==> src/rtl/rcfp_pkg.sv <==
`timescale 1ns / 1ps

package rcfp_pkg;

    localparam logic [7:0] HDR_DOLLAR = 8'h24;
    localparam logic [7:0] HDR_R      = 8'h52;
    localparam logic [7:0] HDR_C      = 8'h43;

    typedef enum logic [2:0] {
        POS_DOLLAR  = 3'd0,
        POS_R       = 3'd1,
        POS_C       = 3'd2,
        POS_CHANNEL = 3'd3,
        POS_VAL_LO  = 3'd4,
        POS_VAL_HI  = 3'd5,
        POS_CHECK   = 3'd6
    } t_pos;

    typedef struct packed {
        logic [15:0] value;
        logic [7:0]  channel;
    } t_result;

endpackage

==> src/rtl/rcfp_parser.sv <==
`timescale 1ns / 1ps

module rcfp_parser (
    input  logic             i_clk,
    input  logic             i_rst_n,
    input  logic             i_accept,
    input  logic [7:0]       i_data_byte,
    output logic             o_valid,
    output rcfp_pkg::t_result o_result
);
    import rcfp_pkg::*;

    t_pos        r_pos, n_pos;
    logic [7:0]  r_xor, n_xor;
    logic [7:0]  r_channel, n_channel;
    logic [15:0] r_value, n_value;
    logic        n_emit;

    always_ff @(posedge i_clk) begin
        if (!i_rst_n) begin
            r_pos     <= POS_DOLLAR;
            r_xor     <= 8'd0;
            r_channel <= 8'd0;
            r_value   <= 16'd0;
        end else if (i_accept) begin
            r_pos     <= n_pos;
            r_xor     <= n_xor;
            r_channel <= n_channel;
            r_value   <= n_value;
        end
    end

    always_comb begin
        n_pos     = POS_DOLLAR;
        n_xor     = 8'd0;
        n_channel = r_channel;
        n_value   = r_value;
        n_emit    = 1'b0;
        case (r_pos)
            POS_DOLLAR: begin
                if (i_data_byte == HDR_DOLLAR) begin
                    n_pos   = POS_R;
                    n_xor   = r_xor ^ i_data_byte;
                    n_value = 16'd0;
                end
            end
            POS_R: begin
                if (i_data_byte == HDR_R) begin
                    n_pos = POS_C;
                    n_xor = r_xor ^ i_data_byte;
                end
            end
            POS_C: begin
                if (i_data_byte == HDR_C) begin
                    n_pos = POS_CHANNEL;
                    n_xor = r_xor ^ i_data_byte;
                end
            end
            POS_CHANNEL: begin
                n_pos     = POS_VAL_LO;
                n_xor     = r_xor ^ i_data_byte;
                n_channel = i_data_byte;
            end
            POS_VAL_LO: begin
                n_pos   = POS_VAL_HI;
                n_xor   = r_xor ^ i_data_byte;
                n_value = {8'd0, i_data_byte};
            end
            POS_VAL_HI: begin
                n_pos   = POS_CHECK;
                n_xor   = r_xor ^ i_data_byte;
                n_value = {i_data_byte, r_value[7:0]};
            end
            POS_CHECK: begin
                // checksum word: restart either way, emit only on match
                n_emit = (r_xor == i_data_byte);
            end
            default: begin
                n_pos = POS_DOLLAR;
            end
        endcase
    end

    assign o_valid          = i_accept && n_emit;
    assign o_result.channel = r_channel;
    assign o_result.value   = r_value;

endmodule

==> src/rtl/rcfp_out_skid.sv <==
`timescale 1ns / 1ps

module rcfp_out_skid (
    input  logic              i_clk,
    input  logic              i_rst_n,
    input  logic              i_valid,
    input  rcfp_pkg::t_result i_result,
    output logic              o_ready,
    output logic              o_valid,
    output rcfp_pkg::t_result o_result,
    input  logic              i_ready
);
    import rcfp_pkg::*;

    logic    r_out_valid;
    logic    r_skid_valid;
    t_result r_out;
    t_result r_skid;

    always_ff @(posedge i_clk) begin
        if (!i_rst_n) begin
            r_out_valid  <= 1'b0;
            r_skid_valid <= 1'b0;
        end else if (!r_out_valid || i_ready) begin
            // output slot free: drain the skid word first, else take the new one
            if (r_skid_valid) begin
                r_out_valid  <= 1'b1;
                r_skid_valid <= 1'b0;
            end else begin
                r_out_valid  <= i_valid;
            end
        end else if (i_valid) begin
            r_skid_valid <= 1'b1;
        end
    end

    always_ff @(posedge i_clk) begin
        if (!r_out_valid || i_ready) begin
            r_out <= r_skid_valid ? r_skid : i_result;
        end else if (i_valid) begin
            r_skid <= i_result;
        end
    end

    assign o_ready  = !r_skid_valid;
    assign o_valid  = r_out_valid;
    assign o_result = r_out;

endmodule

==> src/rtl/rc_channel_frame_parser.sv <==
`timescale 1ns / 1ps
// A frame's result is registered into the output register (skid stage on a stall).
// Throughput: one byte per cycle while ready; parser state updates per accepted word.
// s_axis_tready drops only while both the output register and skid stage hold words.
// Reset (i_rst_n low, synchronous) returns the parser to waiting for '$',
// clears the running checksum and empties the output stage.

module rc_channel_frame_parser (
    input  logic        i_clk,
    input  logic        i_rst_n,
    input  logic        s_axis_tvalid,
    output logic        s_axis_tready,
    input  logic [7:0]  s_axis_tdata,   // [7:0] data_byte
    output logic        m_axis_tvalid,
    input  logic        m_axis_tready,
    output logic [23:0] m_axis_tdata    // [7:0] channel, [23:8] value
);
    import rcfp_pkg::*;

    logic    s_accept;
    logic    res_valid;
    t_result res;
    t_result out_res;

    assign s_accept = s_axis_tvalid && s_axis_tready;

    rcfp_parser u_parser (
        .i_clk       (i_clk),
        .i_rst_n     (i_rst_n),
        .i_accept    (s_accept),
        .i_data_byte (s_axis_tdata),
        .o_valid     (res_valid),
        .o_result    (res)
    );

    rcfp_out_skid u_out (
        .i_clk    (i_clk),
        .i_rst_n  (i_rst_n),
        .i_valid  (res_valid),
        .i_result (res),
        .o_ready  (s_axis_tready),
        .o_valid  (m_axis_tvalid),
        .o_result (out_res),
        .i_ready  (m_axis_tready)
    );

    assign m_axis_tdata = {out_res.value, out_res.channel};

endmodule

==> config.mk <==
export PLATFORM = sky130hd
export DESIGN_NAME = rc_channel_frame_parser
export DESIGN_NICKNAME = d
export VERILOG_FILES = /design/src/rtl/rcfp_pkg.sv /design/src/rtl/rcfp_parser.sv /design/src/rtl/rcfp_out_skid.sv /design/src/rtl/rc_channel_frame_parser.sv
export SDC_FILE = /design/constraint.sdc
export NUM_CORES = 1
export LEC_CHECK = 0
export ABC_CLOCK_PERIOD_IN_PS = 7450
export BUFFER_PORTS_ARGS = -buffer_cell sky130_fd_sc_hd__buf_2
export CELL_PAD_IN_SITES_DETAIL_PLACEMENT = 0
export CELL_PAD_IN_SITES_GLOBAL_PLACEMENT = 1
export CORE_ASPECT_RATIO = 0.8
export CORE_MARGIN = 5
export CORE_UTILIZATION = 51
export DETAILED_ROUTE_END_ITERATION = 8
export GPL_TIMING_DRIVEN = 0
export PLACE_DENSITY = 0.92
export SYNTH_ARGS = -nofsm -noshare
export SYNTH_HDL_FRONTEND = slang
export SYNTH_SLANG_ARGS = --single-unit
==> constraint.sdc <==
create_clock -name i_clk -period 7.45 [get_ports i_clk]
set_clock_uncertainty 0.15 [all_clocks]
set_input_delay 0.745 -clock i_clk [delete_from_list [all_inputs] [get_ports i_clk]]
set_output_delay 0.745 -clock i_clk [all_outputs]
set_load 0.01 [all_outputs]
==> results_dict.tcl, run 1 <==
set metrics [dict create \
    drt_iter0_markers 132 \
    grt_usage_pct 17.4 \
    cts_num_sinks 85 \
    crit_slowest_cell "nor2_2" \
    ys_seq_elements 85 \
    reg2reg_from "u_out.r_skid_valid" \
    vias_per_cell 5.42 \
    min_period_ns 2.75 \
    r2r_cells 6 \
    start_util_pct 52.2 \
    layout_commonest_cell "edfxtp_1" \
    overflow 0 \
    slew_violations 0 \
    cts_resized 0 \
    worst_setup_path_end_kind "register" \
    synth.distinct_cells 34 \
    setup_violations 0 \
    clkPwrFrac_pct 40.9 \
    worstPathRequired_ns 7.37 \
    fp.coreArea_sq_mm 0.00638 \
    p_int_uw 694 \
    antenna_cells 0 \
    clk_path_buf_depth 2 \
    whs_ns 0.314 \
    crit_end "u_out.r_skid[8]" \
    tightest_slew_ns 0.840 \
    cts-htree-levels 3 \
    dieHeight_um 82.2 \
    yosys_warnings 0 \
    hold_class "reg2reg" \
    cp_num_buf_inv 2 \
    layout_setup_ws_ns 4.70 \
    num_rows 26 \
    combPwrFrac_pct 3.3 \
    rsz0062_at_grt "no" \
    hold_start "u_parser.r_channel[4]" \
    postCtsSetupBuffers 0 \
    maxCapViolCount 0 \
    vias 2001 \
    crit_cells 6 \
    drt-pass1-iter-count 4 \
    min_period_over_period_pct 36.9 \
    cts_tree "yes" \
    die_w_um 100 \
    crit_type "in2reg" \
    pwr-share-seq_pct 55.8 \
    wl_um 6370 \
    critPathLaunchType "primary input" \
    ioPinCount 38 \
    syn-cell-area_sq_mm 0.00333 \
    critPathArrivalTime_ns 2.67 \
    dp_hpwl_um 4180 \
    fin_setup_tns_ns 0 \
    drive_gt1_share_pct 29.5 \
    drc 0 \
    numCtsBuffers 9 \
    rrSetupSlack_ns 5.01 \
    sw_frac_of_total_pct 21.5 \
    p_sw_uw 190 \
    grt_pass1_wl_um 10500 \
    antenna_found_initial 0 \
    irDropWorstVdd_mv 0.126 \
    max_stage_delay_ns 0.54 \
    final_cell_mix "edfxtp_1 (48), dfxtp_1 (37), buf_2 (34)" \
    synth_flop_cell "edfxtp_1" \
    avgRoutedWirePerCell_um 17.3 \
    nets 292 \
    synth_cells 239 \
    crit_start "s_axis_tdata[1]" \
    crit_path_cell_trace "clkbuf_1 -> xor2_1 -> nor4_1 -> nand3_1 -> nor2_2 -> buf_8" \
    clkSlewWorstSetupHoldPaths_ns 0.08 \
    dieArea_sq_mm 0.00825 \
    area_growth_pct 14.9 \
    holdBufCountCts 0 \
    insertion_delay_ns 0.37 \
    synthArstFlopShare_pct 0 \
    syn_nets 251 \
    grt_pass1_vias 1942 \
    portBuffers 29 \
    power.density_mw_per_mm2 231 \
    finalHoldViolCount 0 \
    status "finished, final reports clean" \
    place_congestion 0.874 \
    cts_root_buf "clkbuf_8" \
    rr_endpoint "u_out.r_skid[8]" \
    p_leak_nw 1.53 \
    pre_cts_slack_ns 4.19 \
    maxSlewHeadroom_pct 43.5 \
    final_antenna_net_count 0 \
    synth-edff-count 48 \
    max_freq_mhz 363 \
    crit_fanout 13 \
    utilization_pct 59.9 \
    path_delay_family "simple AND/OR/NAND/NOR gates" \
    syn_area_per_cell_sq_um 13.9 \
    grt_max_degree 28 \
    ys_seq_area_share_pct 65.6 \
]
power groups by stage:
| stage | combinational (mW) | clock (mW) | sequential (mW) |
|---|---|---|---|
| floorplan | 0.0205 | 0 | 0.504 |
| global placement | 0.0282 | 0 | 0.504 |
| detailed placement | 0.0287 | 0 | 0.504 |
| CTS | 0.0289 | 0.369 | 0.493 |
| global route | 0.0320 | 0.387 | 0.493 |
| finish | 0.0290 | 0.362 | 0.493 |
cell usage after synthesis (all sizes together) (2+ instances only):
library cell | count | share of area (%)
nand3 | 2 | 0.30
o31ai | 2 | 0.75
a32o | 8 | 2.4
clkbuf | 9 | 1.0
a21oi | 3 | 0.45
xor2 | 16 | 4.2
edfxtp | 48 | 43
a22o | 8 | 2.1
o21ai | 2 | 0.30
buf | 8 | 1.3
dfxtp | 37 | 22
nand2b | 4 | 0.75
nor3 | 3 | 0.45
mux2 | 24 | 8.1
nor2 | 25 | 2.9
a31oi | 2 | 0.38
mux2i | 8 | 2.4
nand2 | 11 | 1.2
nor4 | 4 | 0.94
nand4bb | 3 | 1.0
inv | 3 | 0.34
worst min path at each step:
stage,endpoint,depth (start not counted),slack (ns)
finish,u_out.r_skid[4],0,0.31
global route,u_out.r_skid[10],0,0.34
CTS,u_out.r_skid[4],0,0.31
detailed placement,u_out.r_skid[4],0,0.29
global placement,u_out.r_skid[1],0,0.28
floorplan,u_out.r_skid[0],0,0.28
per-layer routing:
metal	routed length, um	up-vias	global-route usage, %
met5	0	-	0
met4	83	0	7.13
met3	476	9	5.63
met2	2900	59	26.7
met1	2910	968	23.0
li1	-	965	-
worst register-to-register path: cells and delay by family (launching register included):
family        cells  cell delay [ns]
buf+inv           2             0.45
flops             1             0.30
simple gates      4             1.26
layout make-up:
| cell class | instances | area [sq um] |
|---|---|---|
| Clock buffer | 10 | 128 |
| Multi-Input combinational cell | 134 | 1060 |
| Fill cell | 514 | 2560 |
| Buffer | 17 | 77.6 |
| Timing Repair Buffer | 30 | 160 |
| Sequential cell | 85 | 2180 |
| Inverter | 3 | 11.3 |
| Clock inverter | 6 | 96.3 |
| Tap cell | 84 | 105 |
sequential cells by signal, indices dropped and copies added (netlist names):
| signal | count |
|---|---|
| u_out.r_skid_valid | 1 |
| u_out.o_valid | 1 |
| u_parser.r_channel | 8 |
| u_out.r_skid | 24 |
| u_parser.r_pos | 3 |
| u_out.o_result | 24 |
| u_parser.r_xor | 8 |
| u_parser.r_value | 16 |
per-stage QoR:
step                area [sq um]  cells  total power [mW]
floorplan                   3330    239             0.524
global route                3820    369             0.912
finish                      3820    369             0.884
detailed placement          3590    353             0.533
global placement            3580    352             0.532
CTS                         3820    369             0.890
cell families after synthesis:
family | Yosys count | synth area share [%]
flops | 85 | 65.6
simple gates | 59 | 9.37
mux | 32 | 10.5
compound gates | 27 | 7.60
buf+inv | 20 | 2.67
xor+xnor | 16 | 4.21
Power figures use the tool's default switching activity.
==> inputs of run 2 (changes only) <==
--- a/config.mk
+++ b/config.mk
@@ -5,16 +5,16 @@
 export SDC_FILE = /design/constraint.sdc
 export NUM_CORES = 1
 export LEC_CHECK = 0
-export ABC_CLOCK_PERIOD_IN_PS = 7450
+export ABC_CLOCK_PERIOD_IN_PS = 2500
 export BUFFER_PORTS_ARGS = -buffer_cell sky130_fd_sc_hd__buf_2
 export CELL_PAD_IN_SITES_DETAIL_PLACEMENT = 0
 export CELL_PAD_IN_SITES_GLOBAL_PLACEMENT = 1
 export CORE_ASPECT_RATIO = 0.8
 export CORE_MARGIN = 5
-export CORE_UTILIZATION = 51
+export CORE_UTILIZATION = 43
 export DETAILED_ROUTE_END_ITERATION = 8
 export GPL_TIMING_DRIVEN = 0
-export PLACE_DENSITY = 0.92
+export PLACE_DENSITY = 0.84
 export SYNTH_ARGS = -nofsm -noshare
 export SYNTH_HDL_FRONTEND = slang
 export SYNTH_SLANG_ARGS = --single-unit
==> constraint.sdc (replaced) <==
create_clock -name i_clk -period 2.5 [get_ports i_clk]
set_clock_uncertainty 0.15 [all_clocks]
set_input_delay 0.25 -clock i_clk [delete_from_list [all_inputs] [get_ports i_clk]]
set_output_delay 0.25 -clock i_clk [all_outputs]
set_load 0.01 [all_outputs]
==> results_dict.tcl, run 2 (synthesized netlist as in run 1, its figures left out) <==
set metrics [dict create \
    grt_pass1_wl_um 10500 \
    clkSlewWorstSetupHoldPaths_ns 0.09 \
    status "finished, final reports clean" \
    fp.coreArea_sq_mm 0.00746 \
    clk_path_buf_depth 2 \
    dp_hpwl_um 3990 \
    grt_usage_pct 15.0 \
    drt_iter0_markers 87 \
    crit_fanout 12 \
    critPathArrivalTime_ns 2.07 \
    crit_type "in2reg" \
    critPathLaunchType "primary input" \
    avgRoutedWirePerCell_um 16.7 \
    worstPathRequired_ns 2.36 \
    setup_violations 0 \
    dieArea_sq_mm 0.00960 \
    final_cell_mix "edfxtp_1 (48), dfxtp_1 (37), buf_2 (34)" \
    holdPathStages 2 \
    dp_cells 373 \
    r2r_cells 5 \
    irDropWorstVdd_mv 0.272 \
    whs_ns 0.126 \
    seq_area_sq_mm 0.00218 \
    worst_setup_path_end_kind "register" \
    rsz0062_at_grt "no" \
    maxSlewHeadroom_pct 37.5 \
    power.density_mw_per_mm2 667 \
    die_w_um 108 \
    num_rows 28 \
    nets 295 \
    drive_gt1_share_pct 30.2 \
    start_util_pct 44.6 \
    dieHeight_um 88.7 \
    finalHoldViolCount 0 \
    wl_um 6560 \
    nFillCells 645 \
    grt_pass1_vias 2002 \
    vias 2010 \
    multiInputGateArea_sq_mm 0.00107 \
    antenna_cells 0 \
    tightest_slew_ns 0.931 \
    cts_num_sinks 85 \
    maxCapViolCount 0 \
    hold_class "in2reg" \
    cts-htree-levels 3 \
    cts_root_buf "clkbuf_8" \
    antenna_found_initial 0 \
    area_growth_pct 15.7 \
    drt-pass1-iter-count 4 \
    ioPinCount 38 \
    instances_no_fill 393 \
    place_congestion 0.806 \
    grt_max_degree 29 \
    cts_tree "yes" \
    layout_commonest_cell "edfxtp_1" \
    max_freq_mhz 451 \
    vias_per_cell 5.11 \
    numCtsBuffers 9 \
    portBuffers 29 \
    min_period_over_period_pct 88.6 \
    min_period_ns 2.22 \
    final_antenna_net_count 0 \
    insertion_delay_ns 0.36 \
    overflow 0 \
    drc 0 \
    p_leak_nw 1.53 \
    slew_violations 0 \
]
[run 2: cell types whose count changed in the layout (fill, tap and decap cells not counted), sizes merged]
cell and change:
buf +1, bufinv -1, clkbuf -1, clkinv +1
dlygate4sd3 +1, inv +1, nor2 +1
[run 2: stage by stage]
| step | setup TNS, ns | area [sq um] | utilization [%] | power, mW | worst slack [ns] |
|---|---|---|---|---|---|
| finish | 0 | 3850 | 51.6 | 2.57 | 0.284 |
| global placement | -12.47 | 3600 | 48.3 | 1.59 | -0.521 |
| detailed placement | -13.97 | 3600 | 48.3 | 1.59 | -0.583 |
| CTS | 0 | 3840 | 51.5 | 2.58 | 0.147 |
| floorplan | 0 | 3330 | - | 1.56 | 0.232 |
| global route | 0 | 3850 | 51.6 | 2.66 | 0.176 |
[run 2: worst max-delay path, cell delays in order]
cell,delay [ns]
dlygate4sd3_1,0.55
buf_6,0.15
xor2_1,0.14
nor4_1,0.34
nand3_1,0.24
nor2_4,0.40
[run 2: report_power, final]
| group | internal (mW) | leakage, nW | switching [mW] | total, mW |
|---|---|---|---|---|
| combinational | 0.0292 | 0.583 | 0.0595 | 0.0888 |
| sequential | 1.46 | 0.847 | 0.00459 | 1.47 |
| clock | 0.476 | 0.102 | 0.532 | 1.01 |
[run 2: final timing paths]
check	slack [ns]	startpoint	end
worst max-delay path	0.28	s_axis_tdata[7]	u_out.r_skid[5]
worst min-delay path	0.13	s_axis_tdata[0]	u_parser.r_value[8]
worst max register to register	0.31	u_out.r_skid_valid	u_out.r_skid[5]
worst min register to register	0.31	u_parser.r_value[9]	u_out.r_skid[17]
[run 2: area by class of cell]
class | count | share of cell area, %
plain buffers | 17 | 2.02
clock inverters | 7 | 2.08
clock buffers | 9 | 3.22
inverters | 3 | 0.293
repair buffers | 32 | 4.42
well taps | 105 | 3.41
flip-flops and latches | 85 | 56.7
multi-input cells | 135 | 27.8
[run 2: per-layer routing]
metal | GRT usage [%] | up-vias | wire length, um
met4 | 5.73 | 0 | 60
li1 | - | 965 | -
met2 | 21.3 | 57 | 2850
met5 | 0 | - | 0
met3 | 5.25 | 6 | 327
met1 | 21.0 | 982 | 3320
[run 2: what timing repair did]
item / in CTS / in global routing
endpoints found under the setup margin: 24 / 0
resized for setup: 1 / 0
endpoints found under the hold margin: 2 / 0
hold buffers: 1 / 0
buffers inserted: 2 / 0
==> inputs of run 3 (changes only) <==
--- a/config.mk
+++ b/config.mk
@@ -9,7 +9,6 @@
 export BUFFER_PORTS_ARGS = -buffer_cell sky130_fd_sc_hd__buf_2
 export CELL_PAD_IN_SITES_DETAIL_PLACEMENT = 0
 export CELL_PAD_IN_SITES_GLOBAL_PLACEMENT = 1
-export CORE_ASPECT_RATIO = 0.8
 export CORE_MARGIN = 5
 export CORE_UTILIZATION = 43
 export DETAILED_ROUTE_END_ITERATION = 8
==> results_dict.tcl, run 3 (synthesized netlist as in run 1, its figures left out) <==
set metrics [dict create \
    status "finished, final reports clean" \
    cts_tree "yes" \
    whs_ns 0.0204 \
    rsz0062_at_grt "no" \
    p_leak_nw 1.53 \
    fp.coreArea_sq_mm 0.00765 \
    dieArea_sq_mm 0.00959 \
    grt_usage_pct 13.5 \
    clk_path_buf_depth 2 \
    dp_hpwl_um 3980 \
    area_growth_pct 15.2 \
    start_util_pct 43.5 \
    grt_max_degree 29 \
    min_period_over_period_pct 87.3 \
    crit_type "reg2reg" \
    power.density_mw_per_mm2 662 \
    pre_cts_slack_ns -0.542 \
    critPathArrivalTime_ns 2.03 \
    vias_per_cell 5.08 \
    finalHoldViolCount 0 \
    drc 0 \
    numCtsBuffers 9 \
    critPathLaunchType "register" \
    hold_class "in2reg" \
    cts_num_sinks 85 \
    p_sw_uw 527 \
    crit_fanout 12 \
    dieHeight_um 97.9 \
    max_freq_mhz 458 \
    irDropWorstVdd_mv 0.272 \
    holdBufCountCts 0 \
    overflow 0 \
    r2r_cells 5 \
    pwr-share-seq_pct 57.9 \
    antenna_found_initial 0 \
    drive_gt1_share_pct 29.6 \
    dp_cells 370 \
    min_period_ns 2.18 \
    combPwrFrac_pct 3.4 \
    place_area_sq_mm 0.00360 \
    cts-htree-levels 3 \
    final_cell_mix "edfxtp_1 (48), dfxtp_1 (37), buf_2 (34)" \
    maxCapViolCount 0 \
    nets 294 \
    clkPwrFrac_pct 38.7 \
    antenna_cells 0 \
    die_w_um 97.9 \
    layout_commonest_cell "edfxtp_1" \
    sw_frac_of_total_pct 20.8 \
    setup_violations 0 \
    layout_setup_ws_ns 0.319 \
    holdPathStages 2 \
    instances_no_fill 389 \
    worst_setup_path_end_kind "register" \
    drt-pass1-iter-count 4 \
    slew_violations 0 \
    total_power_mw 2.54 \
    drt_iter0_markers 104 \
    avgRoutedWirePerCell_um 16.1 \
    portBuffers 29 \
    grt_pass1_vias 1905 \
    place_congestion 0.868 \
    maxSlewHeadroom_pct 41.1 \
    worstPathRequired_ns 2.35 \
    insertion_delay_ns 0.35 \
    num_rows 32 \
    ioPinCount 38 \
    grt_pass1_wl_um 10100 \
    tightest_slew_ns 0.877 \
    clkSlewWorstSetupHoldPaths_ns 0.08 \
    nFillCells 664 \
    final_antenna_net_count 0 \
    wl_um 6270 \
    p_int_mw 2.01 \
    final_area_sq_mm 0.00383 \
    cts_root_buf "clkbuf_8" \
    vias 1978 \
]
[run 3: path summary, 6_finish.rpt]
path / slack (ns) / to / from
worst max-delay path: 0.32 / u_out.r_skid[10] / u_out.r_skid_valid
worst min-delay path: 0.02 / u_parser.r_value[7] / s_axis_tdata[7]
worst max register to register: 0.32 / u_out.r_skid[10] / u_out.r_skid_valid
worst min register to register: 0.31 / u_out.r_skid[13] / u_parser.r_value[5]
[run 3: cell type report]
| cell class | count | area (sq um) | share of cell area, % |
|---|---|---|---|
| Sequential cell | 85 | 2180 | 56.9 |
| Multi-Input combinational cell | 135 | 1070 | 27.9 |
| Timing Repair Buffer | 31 | 160 | 4.18 |
| Clock buffer | 13 | 159 | 4.15 |
| Tap cell | 102 | 128 | 3.33 |
| Buffer | 17 | 77.6 | 2.02 |
| Clock inverter | 3 | 43.8 | 1.14 |
| Inverter | 3 | 11.3 | 0.294 |
[run 3: metrics by stage]
step           TNS (ns)  util (%)
5_1_grt               0      50.1
3_5_place_dp     -12.97      47.1
3_3_place_gp      -9.65      47.1
4_1_cts               0      50.1
2_1_floorplan         0         -
6_report              0      50.1
[run 3: routing by layer]
layer	up-vias	track usage (%)	routed length (um)
li1	964	-	-
met1	953	17.9	2870
met2	52	20.9	3000
met3	9	4.43	322
met4	0	4.79	84
met5	-	0	0
[run 3: critical path, stage by stage, from the launching register on]
cell	delay (ns)
dfxtp_1	0.30
buf_2	0.19
nor2b_1	0.32
and4_1	0.27
nand3_1	0.19
nor2_4	0.41
[run 3: what timing repair did]
action                     4_1_cts  5_1_grt
hold endpoints to repair         0        0
buffers inserted                 2        0
resized for setup                1        0
setup endpoints to repair       24        0
[run 3: power by group through the flow]
| stage | combinational [mW] | sequential [mW] | clock, mW |
|---|---|---|---|
| final | 0.0852 | 1.47 | 0.983 |
| after global routing | 0.0928 | 1.47 | 1.06 |
| after CTS | 0.0852 | 1.47 | 1.01 |
| after detailed placement | 0.0844 | 1.50 | 0 |
| after global placement | 0.0834 | 1.50 | 0 |
| after floorplan | 0.0612 | 1.50 | 0 |
